[src/rtl/fdrt_pkg.sv]
// shared types, codes and defaults for the deferred reclaim tracker
`timescale 1ns / 1ps
package fdrt_pkg;

    localparam int DEF_RESOURCE_SLOTS = 64;
    localparam int DEF_SERIAL_BITS    = 48;

    localparam logic [2:0] FUNC_CREATE   = 3'd0;
    localparam logic [2:0] FUNC_SUBMIT   = 3'd1;
    localparam logic [2:0] FUNC_RETIRE   = 3'd2;
    localparam logic [2:0] FUNC_COMPLETE = 3'd3;

    typedef struct packed {
        logic capture;
        logic rd_item;
        logic exec;
        logic rd_pend;
        logic rd_lu_pend;
        logic chk;
        logic sweep_end;
        logic list_rd;
        logic load_single;
        logic load_list;
    } t_cmd;

    typedef struct packed {
        logic is_complete;
        logic sweep_more;
        logic nrec_zero;
        logic list_last;
        logic out_free;
    } t_status;

endpackage

[src/rtl/fdrt_ctrl.sv]
// sequencer for the deferred reclaim tracker
`timescale 1ns / 1ps
module fdrt_ctrl import fdrt_pkg::*; (
    input  logic    i_clk,
    input  logic    i_rst_n,
    input  logic    i_valid,
    output logic    o_ready,
    input  t_status i_status,
    output t_cmd    o_cmd
);
    localparam logic [3:0] S_IDLE   = 4'd0;
    localparam logic [3:0] S_RD     = 4'd1;
    localparam logic [3:0] S_EXEC   = 4'd2;
    localparam logic [3:0] S_PUT    = 4'd3;
    localparam logic [3:0] S_SW_RDP = 4'd4;
    localparam logic [3:0] S_SW_RDL = 4'd5;
    localparam logic [3:0] S_SW_CHK = 4'd6;
    localparam logic [3:0] S_EM_RD  = 4'd7;
    localparam logic [3:0] S_EM_PUT = 4'd8;

    logic [3:0] r_state;
    logic [3:0] n_state;

    assign o_ready = (r_state == S_IDLE);

    always_comb begin
        n_state = r_state;
        o_cmd   = '0;
        unique case (r_state)
            S_IDLE: begin
                if (i_valid) begin
                    o_cmd.capture = 1'b1;
                    n_state = S_RD;
                end
            end
            S_RD: begin
                o_cmd.rd_item = 1'b1;
                n_state = S_EXEC;
            end
            S_EXEC: begin
                o_cmd.exec = 1'b1;
                n_state = i_status.is_complete ? S_SW_RDP : S_PUT;
            end
            S_PUT: begin
                if (i_status.out_free) begin
                    o_cmd.load_single = 1'b1;
                    n_state = S_IDLE;
                end
            end
            S_SW_RDP: begin
                if (i_status.sweep_more) begin
                    o_cmd.rd_pend = 1'b1;
                    n_state = S_SW_RDL;
                end else begin
                    o_cmd.sweep_end = 1'b1;
                    n_state = i_status.nrec_zero ? S_PUT : S_EM_RD;
                end
            end
            S_SW_RDL: begin
                o_cmd.rd_lu_pend = 1'b1;
                n_state = S_SW_CHK;
            end
            S_SW_CHK: begin
                o_cmd.chk = 1'b1;
                n_state = S_SW_RDP;
            end
            S_EM_RD: begin
                o_cmd.list_rd = 1'b1;
                n_state = S_EM_PUT;
            end
            S_EM_PUT: begin
                if (i_status.out_free) begin
                    o_cmd.load_list = 1'b1;
                    n_state = i_status.list_last ? S_IDLE : S_EM_RD;
                end
            end
            default: n_state = S_IDLE;
        endcase
    end

    always_ff @(posedge i_clk) begin
        if (!i_rst_n) begin
            r_state <= S_IDLE;
        end else begin
            r_state <= n_state;
        end
    end
endmodule

[config.mk]
export PLATFORM = sky130hd
export DESIGN_NAME = fdrt_ctrl
export DESIGN_NICKNAME = d
export VERILOG_FILES = /design/src/rtl/fdrt_pkg.sv /design/src/rtl/fdrt_ctrl.sv
export SDC_FILE = /design/constraint.sdc
export NUM_CORES = 1
export LEC_CHECK = 0
export ABC_AREA = 1
export BUFFER_PORTS_ARGS = -buffer_cell sky130_fd_sc_hd__buf_4
export CAP_MARGIN = 10
export CELL_PAD_IN_SITES_DETAIL_PLACEMENT = 0
export CELL_PAD_IN_SITES_GLOBAL_PLACEMENT = 1
export CORE_AREA = 2 2 40 42
export DETAILED_ROUTE_END_ITERATION = 10
export DIE_AREA = 0 0 42 44
export PLACE_DENSITY = 0.86
export SLEW_MARGIN = 20
export SYNTH_ARGS = -nofsm -noshare
export SYNTH_HDL_FRONTEND = slang
export SYNTH_SLANG_ARGS = --single-unit
[constraint.sdc]
create_clock -name i_clk -period 2.88 [get_ports i_clk]
set_input_delay 0.432 -clock i_clk [delete_from_list [all_inputs] [get_ports i_clk]]
set_output_delay 0.432 -clock i_clk [all_outputs]
set_load 0.03 [all_outputs]
# Word level (Yosys, flattened, before mapping)
# Index checks and enable logic that the tools add are counted.
# totals
wordCells	36
regBits	4
out_inout_bits	11
# classes
reduce_logical	2
n_eq_ne	11
mux	22
# ops
cell	n
$pmux 4 s9	1
$eq 4x3->1 const B	4
$mux 1	14
$mux 3	4
$mux 4	3
$eq 4x2->1 const B	2
$ne 2x2->1 const B	3
$eq 4x1->1 const B	1
$eq 4x4->1 const B	1
$logic_not 4->1	1
$reduce_and 3->1	1

# Logic depth before layout (Yosys ltp)
# Gate-level depths: netlist of run 1.
# logic_depth
ltp_word	3
ltp_mapped	8

# Worst setup path after synthesis of run 1
# OpenSTA, ideal clock, no wires.
# synth_timing
kind	reg-to-output
start	register r_state[2]
end	output port o_cmd[6] in the netlist's numbering
slack_ns	0.959
stages_incl_launch_ff	5
required_time_ns	2.448
t_arrival_ns	1.489
path_cell_list	dfxtp_1 -> inv_1 -> nor2_4 -> inv_2 -> nor4_1
# synth_rtl
element	line	source
start: declaration	fdrt_ctrl.sv:21	logic [3:0] r_state;
start signal: assignment	fdrt_ctrl.sv:85	r_state <= n_state;
end: declaration	fdrt_ctrl.sv:9	output t_cmd o_cmd

==> results.sh, run 1 <==
export IMPL_reg_top3="r_state: 4 flops"
export IMPL_maxSlewViolCount=0
export IMPL_grt_pass1_wl_um=1530
export IMPL_yosys_area_share_adder=0
export IMPL_largest_reg_flops=4
export IMPL_final_common_cell="buf_4"
export IMPL_finClkSkew_ps=0.0262
export IMPL_area_delta_synth_final_pct=42.1
export IMPL_place_congestion=0.790
export IMPL_routed_wl_um=919
export IMPL_rsz0062_at_grt="false"
export IMPL_synth_seq_cells=4
export IMPL_final_cell_mix="buf_4, nand2_1, inv_1"
export IMPL_remaining_drc_errors=0
export IMPL_num_rows=14
export IMPL_synth_top_area_cell="dfxtp_1"
export IMPL_synth_cell_types=15
export IMPL_track_usage=0.113
export IMPL_crit_path_frequent_cell="nand2_1"
export IMPL_overflow=0
export IMPL_dieArea_um2=1850
export IMPL_cts_buffers=3
export IMPL_cp_max_fo=8
export IMPL_crit_required_ps=2450
export IMPL_floorplan_initialDensity=0.279
export IMPL_die_w_um=42
export IMPL_drv_cap=0
export IMPL_status="complete, no violations"
export IMPL_setup_viol=0
export IMPL_grt_pass1_vias=408
export IMPL_syn_avg_cell_area_um2=5.81
export IMPL_clockBufferDepth=2
export IMPL_clkTransAtPathRegs_ps=40
export IMPL_core_um2=1420
export IMPL_place_port_buffers=18
export IMPL_synthTopCellsByArea="dfxtp_1, nand2_1, inv_1"
export IMPL_path_cells="nand2_1 > inv_1 > nand2_1 > nor2_1 > buf_4"
export IMPL_drt_initial_drc_count=4
export IMPL_antenna_found_initial=0
export IMPL_criticalPathCategory="flop to primary output"
export IMPL_dieHeight_um=44
export IMPL_cts_resized=0
export IMPL_vias=430
export IMPL_grt_max_degree=9
export IMPL_final_nets=98
export IMPL_synth_xor_area_frac=0
export IMPL_ctsHoldBuffers=0
export IMPL_finalHoldViolCount=0
export IMPL_clk_latency_ps=230
export IMPL_yosysWarnings=0
export IMPL_startpoint_type="flop"
export IMPL_ant_nets=0
export IMPL_avgRoutedWirePerCell_um=8.84
export IMPL_via_per_inst=4.13
export IMPL_dp_hpwl_um=745
export IMPL_critical_path_arrival_ps=1290
export IMPL_post_cts_buffers=0
export IMPL_fin_crit_ps=1730
export IMPL_fin_setup_tns_ps=0
export IMPL_dr_pass1_iters=3
export IMPL_pre_cts_ws_ps=1390
export IMPL_critPathMaxStageDelay_ps=530
export IMPL_ios=19
export IMPL_synth_top_area_share=0.203
export IMPL_worstHoldPathType="input port to flop"
export IMPL_cpMaxStageDelayCell="dfxtp_1"
export IMPL_layout_setup_ws_ps=1150
export IMPL_cts_root_buf="clkbuf_4"
export IMPL_largest_register="r_state"
export IMPL_synth_nets=76
export IMPL_synthMuxAreaShare=0
export IMPL_syn_instance_count=68
export IMPL_fmax_ghz=0.580
export IMPL_syn_cell_area_um2=395
export IMPL_fin_crit_sh=0.599
export IMPL_leakagePower_nw=0.342
export IMPL_synth_top_family_by_area="simple AND/OR/NAND/NOR gates"
export IMPL_synth_compound_area_frac=0.0981
export IMPL_drive_gt1_frac=0.386
export IMPL_end_kind="primary output"
export IMPL_diodes=0
export IMPL_peakVddDrop_v=0.000238
export IMPL_tightest_slew_ps=366
export IMPL_cts_tree="done"
export IMPL_ys_seq_area_frac=0.203
export IMPL_relSlewSlack=0.755
export IMPL_power_density_nw_per_um2=432
export IMPL_synthSimpleGateAreaFrac=0.500
export IMPL_htreeDepth=1
export IMPL_clock_sinks=4
## where the power goes
part | internal (W) | switching (W) | total, W | leakage, nW
sequential | 0.0000604 | 0.0000105 | 0.0000709 | 0.0326
combinational | 0.0000397 | 0.0000643 | 0.000104 | 0.296
clock | 0.0000465 | 0.0000215 | 0.0000680 | 0.0138
total | 0.000147 | 0.0000962 | 0.000243 | 0.342
## cell usage after synthesis (all sizes together)
master,number
nand2,16
a21oi,3
buf,1
o21a,1
inv,18
nor3,1
o21ai,1
dfxtp,4
nand3,9
nor4,1
nor2,13
## through the flow
stage | util | instance area, um2 | cells | power, W | hold slack (ps)
4_1_cts | 0.396 | 562 | 104 | 0.000248 | 414
3_3_place_gp | 0.380 | 539 | 101 | 0.000175 | 651
5_1_grt | 0.396 | 562 | 104 | 0.000268 | 407
2_1_floorplan | - | 395 | 68 | 0.000148 | 549
3_5_place_dp | 0.380 | 539 | 101 | 0.000176 | 660
6_report | 0.396 | 562 | 104 | 0.000243 | 419
## cells by family after synthesis
logic type | count (synthesis)
AND/OR/NAND/NOR | 40
buffers and inverters | 19
AO/OA/AOI/OAI | 5
flip-flops | 4
## worst paths after layout
check / startpoint / end / cells after the start / slack (ps)
worst max-delay path: r_state[0] / o_cmd[1] / 5 / 1150
worst min-delay path: i_rst_n / r_state[3] / 2 / 420
worst max register to register: r_state[0] / r_state[0] / 6 / 1600
worst min register to register: r_state[2] / r_state[1] / 3 / 720
## final cells by class
type | count | area (um2)
repair buffers | 18 | 135
fillers | 176 | 857
well taps | 16 | 20.0
inverters | 18 | 67.6
clock buffers | 3 | 22.5
flip-flops and latches | 4 | 80.1
multi-input cells | 45 | 236
## per-layer routing
| metal | vias up | share of wire | track usage |
|---|---|---|---|
| li1 | 246 | - | - |
| met1 | 176 | 0.46 | 0.132 |
| met2 | 8 | 0.49 | 0.178 |
| met3 | 0 | 0.044 | 0.0208 |
| met4 | 0 | 0 | 0.0968 |
| met5 | - | 0 | 0 |
## worst max-delay path, delay by kind of cell, from the launching register on
family                 cells  cell delay [ps]
buffers and inverters      2              250
flip-flops                 1              530
AND/OR/NAND/NOR            3              280
Note: power is estimated with default switching activity, not from simulation.
==> run 2: changes to the inputs <==
ABC_AREA = 0   (was 1)
CORE_AREA = 2 2 42 44   (was 2 2 40 42)
DIE_AREA = 0 0 44 46   (was 0 0 42 44)
PLACE_DENSITY = 0.8   (was 0.86)
clock period = 1.6 ns   (was 2.88 ns; I/O delays follow)
==> run 2 against run 1 <==
Global-route usage barely moved. Register-to-register slack got worse by 1300 ps. Cell count decreased by 8.7%. Largest cell class unchanged.
==> results.sh, run 2 <==
export IMPL_diodes=0
export IMPL_drv_cap=0
export IMPL_fill_cells=174
export IMPL_final_cell_mix="buf_4, nor2_1"
export IMPL_layout_area_seq_um2=87.6
export IMPL_reg_top3="r_state: 4 flops"
export IMPL_grt_max_degree=15
export IMPL_p_sw_w=0.000167
export IMPL_place_port_buffers=18
export IMPL_core_um2=1610
export IMPL_criticalPathCategory="flop to primary output"
export IMPL_end_kind="primary output"
export IMPL_drive_gt1_frac=0.462
export IMPL_p_int_w=0.000291
export IMPL_cp_top_family="simple AND/OR/NAND/NOR gates"
export IMPL_yosysWarnings=0
export IMPL_syn_instance_count=57
export IMPL_cp_max_fo=14
export IMPL_multiInputGateArea_um2=335
export IMPL_power_density_nw_per_um2=712
export IMPL_cts_buffers=3
export IMPL_startpoint_type="flop"
export IMPL_setup_viol=0
export IMPL_synth_edf_count=0
export IMPL_fin_crit_sh=0.923
export IMPL_post_route_util=0.398
export IMPL_crit_path_frequent_cell="nor2_1"
export IMPL_worstSetupPathDepth=4
export IMPL_maxSlewViolCount=0
export IMPL_synth_nets=65
export IMPL_dr_pass1_iters=3
export IMPL_synth_seq_cells=4
export IMPL_peakVddDrop_v=0.000289
export IMPL_avgRoutedWirePerCell_um=11.4
export IMPL_critical_path_arrival_ps=1240
export IMPL_ys_seq_area_frac=0.183
export IMPL_dieArea_um2=2020
export IMPL_clk_latency_ps=230
export IMPL_final_common_cell="buf_4"
export IMPL_synthTopCellsByArea="dfxtp_1, buf_6, nor2_1"
export IMPL_leakagePower_nw=0.308
export IMPL_synthArstFlopShare=0
export IMPL_power_frac_seq=0.311
export IMPL_path_cells="nor2_1 > nand3b_1 > nor2_1 > buf_4"
export IMPL_worstHoldPathType="input port to flop"
export IMPL_cts_tree="done"
export IMPL_hold_ws_ps=249
export IMPL_finalHoldViolCount=0
export IMPL_finClkSkew_ps=0.620
export IMPL_grt_pass1_vias=430
export IMPL_tightest_slew_ps=302
export IMPL_rsz0062_at_grt="false"
export IMPL_switching_share=0.365
export IMPL_synth_cell_types=29
export IMPL_clkTransAtPathRegs_ps=30
export IMPL_die_w_um=44
export IMPL_pwr_share_comb=0.429
export IMPL_synth_top_area_share=0.183
export IMPL_grt_pass1_wl_um=1680
export IMPL_htreeDepth=1
export IMPL_synth_common_cells="nor2_1, dfxtp_1"
export IMPL_yosysMostFrequentCell="nor2_1"
export IMPL_num_rows=15
export IMPL_relSlewSlack=0.798
export IMPL_syn_cell_area_um2=438
export IMPL_largest_reg_flops=4
export IMPL_path_buf_inv=1
export IMPL_reg2reg_depth=4
export IMPL_floorplan_initialDensity=0.271
export IMPL_post_cts_buffers=0
export IMPL_overflow=0
export IMPL_whs_path_depth=2
export IMPL_cts_root_buf="clkbuf_4"
export IMPL_routed_wl_um=1090
export IMPL_drt_initial_drc_count=5
export IMPL_vias=470
export IMPL_critPathMaxStageDelay_ps=400
export IMPL_track_usage=0.113
export IMPL_cpMaxStageDelayCell="dfxtp_2"
export IMPL_p_clk_frac=0.260
export IMPL_status="complete, no violations"
export IMPL_syn_avg_cell_area_um2=7.68
export IMPL_area_delta_synth_final_pct=46.9
export IMPL_via_per_inst=4.95
export IMPL_fmax_ghz=0.677
export IMPL_crit_required_ps=1360
export IMPL_final_nets=88
export IMPL_largest_register="r_state"
export IMPL_remaining_drc_errors=0
export IMPL_ys_flop_type="dfxtp_1"
export IMPL_clockBufferDepth=2
export IMPL_place_congestion=0.704
export IMPL_ios=19
export IMPL_ant_nets=0
export IMPL_clock_sinks=4
export IMPL_synth_top_area_cell="dfxtp_1"
export IMPL_dp_hpwl_um=864
export IMPL_fin_crit_ps=1480
export IMPL_fin_setup_tns_ps=0
export IMPL_dieHeight_um=46
export IMPL_antenna_found_initial=0
export IMPL_ctsHoldBuffers=0
run 2: changes by cell type in the layout (fill, tap and decap cells not counted), sizes merged, moves of 2 or more:
cell    change
inv        -15
nand2      -13
nand3       -8
nor2        -5
buf         +4
o21ai       +4
nand2b      +3
nor2b       +3
nor4        +3
a21oi       -2
and3        +2
nand3b      +2
nor3b       +2
run 2: cell type report:
class	instances	share of cell area
clock buffer	3	0.0350
inverter	3	0.0175
tap	17	0.0331
timing repair buffer	22	0.257
sequential	4	0.136
multi-input combinational	46	0.521
run 2: cell families after synthesis:
family / share of synthesized area
flip-flops: 0.183
buffers and inverters: 0.114
AO/OA/AOI/OAI: 0.220
XOR/XNOR: 0.0200
AND/OR/NAND/NOR: 0.463
run 2: worst paths after layout:
kind,from,to,slack [ps]
worst min register to register,r_state[2],r_state[0],710
worst max register to register,r_state[1],r_state[2],330
worst max-delay path,r_state[1],o_cmd[0],120
worst min-delay path,i_rst_n,r_state[3],250
run 2: power groups by stage:
stage / logic (W) / registers [W] / clock network, W
floorplan: 0.000164 / 0.000118 / 0
global placement: 0.000195 / 0.000141 / 0
detailed placement: 0.000197 / 0.000140 / 0
CTS: 0.000197 / 0.000141 / 0.000125
global route: 0.000211 / 0.000146 / 0.000141
finish: 0.000196 / 0.000142 / 0.000119
run 2: per-layer routing:
layer | global-route usage | up-vias | share of wire
met5 | 0 | - | 0
met4 | 0.0545 | 0 | 0
met1 | 0.136 | 205 | 0.44
met2 | 0.191 | 14 | 0.51
met3 | 0.0238 | 0 | 0.051
li1 | - | 251 | -
run 2: timing repair:
| item | in CTS | in global routing |
|---|---|---|
| setup endpoints to repair | 7 | 2 |
| pin swaps | 0 | 1 |
| cloned | 0 | 0 |
| resized for setup | 4 | 1 |
run 2: metrics by stage:
step	std cells	setup slack, ps	instance area (um2)	power [W]
after floorplan	57	-22.6	465	0.000281
after global placement	92	130	613	0.000336
after detailed placement	92	123	613	0.000337
after CTS	95	20.0	641	0.000464
after global routing	95	21.4	643	0.000498
final	95	123	643	0.000458
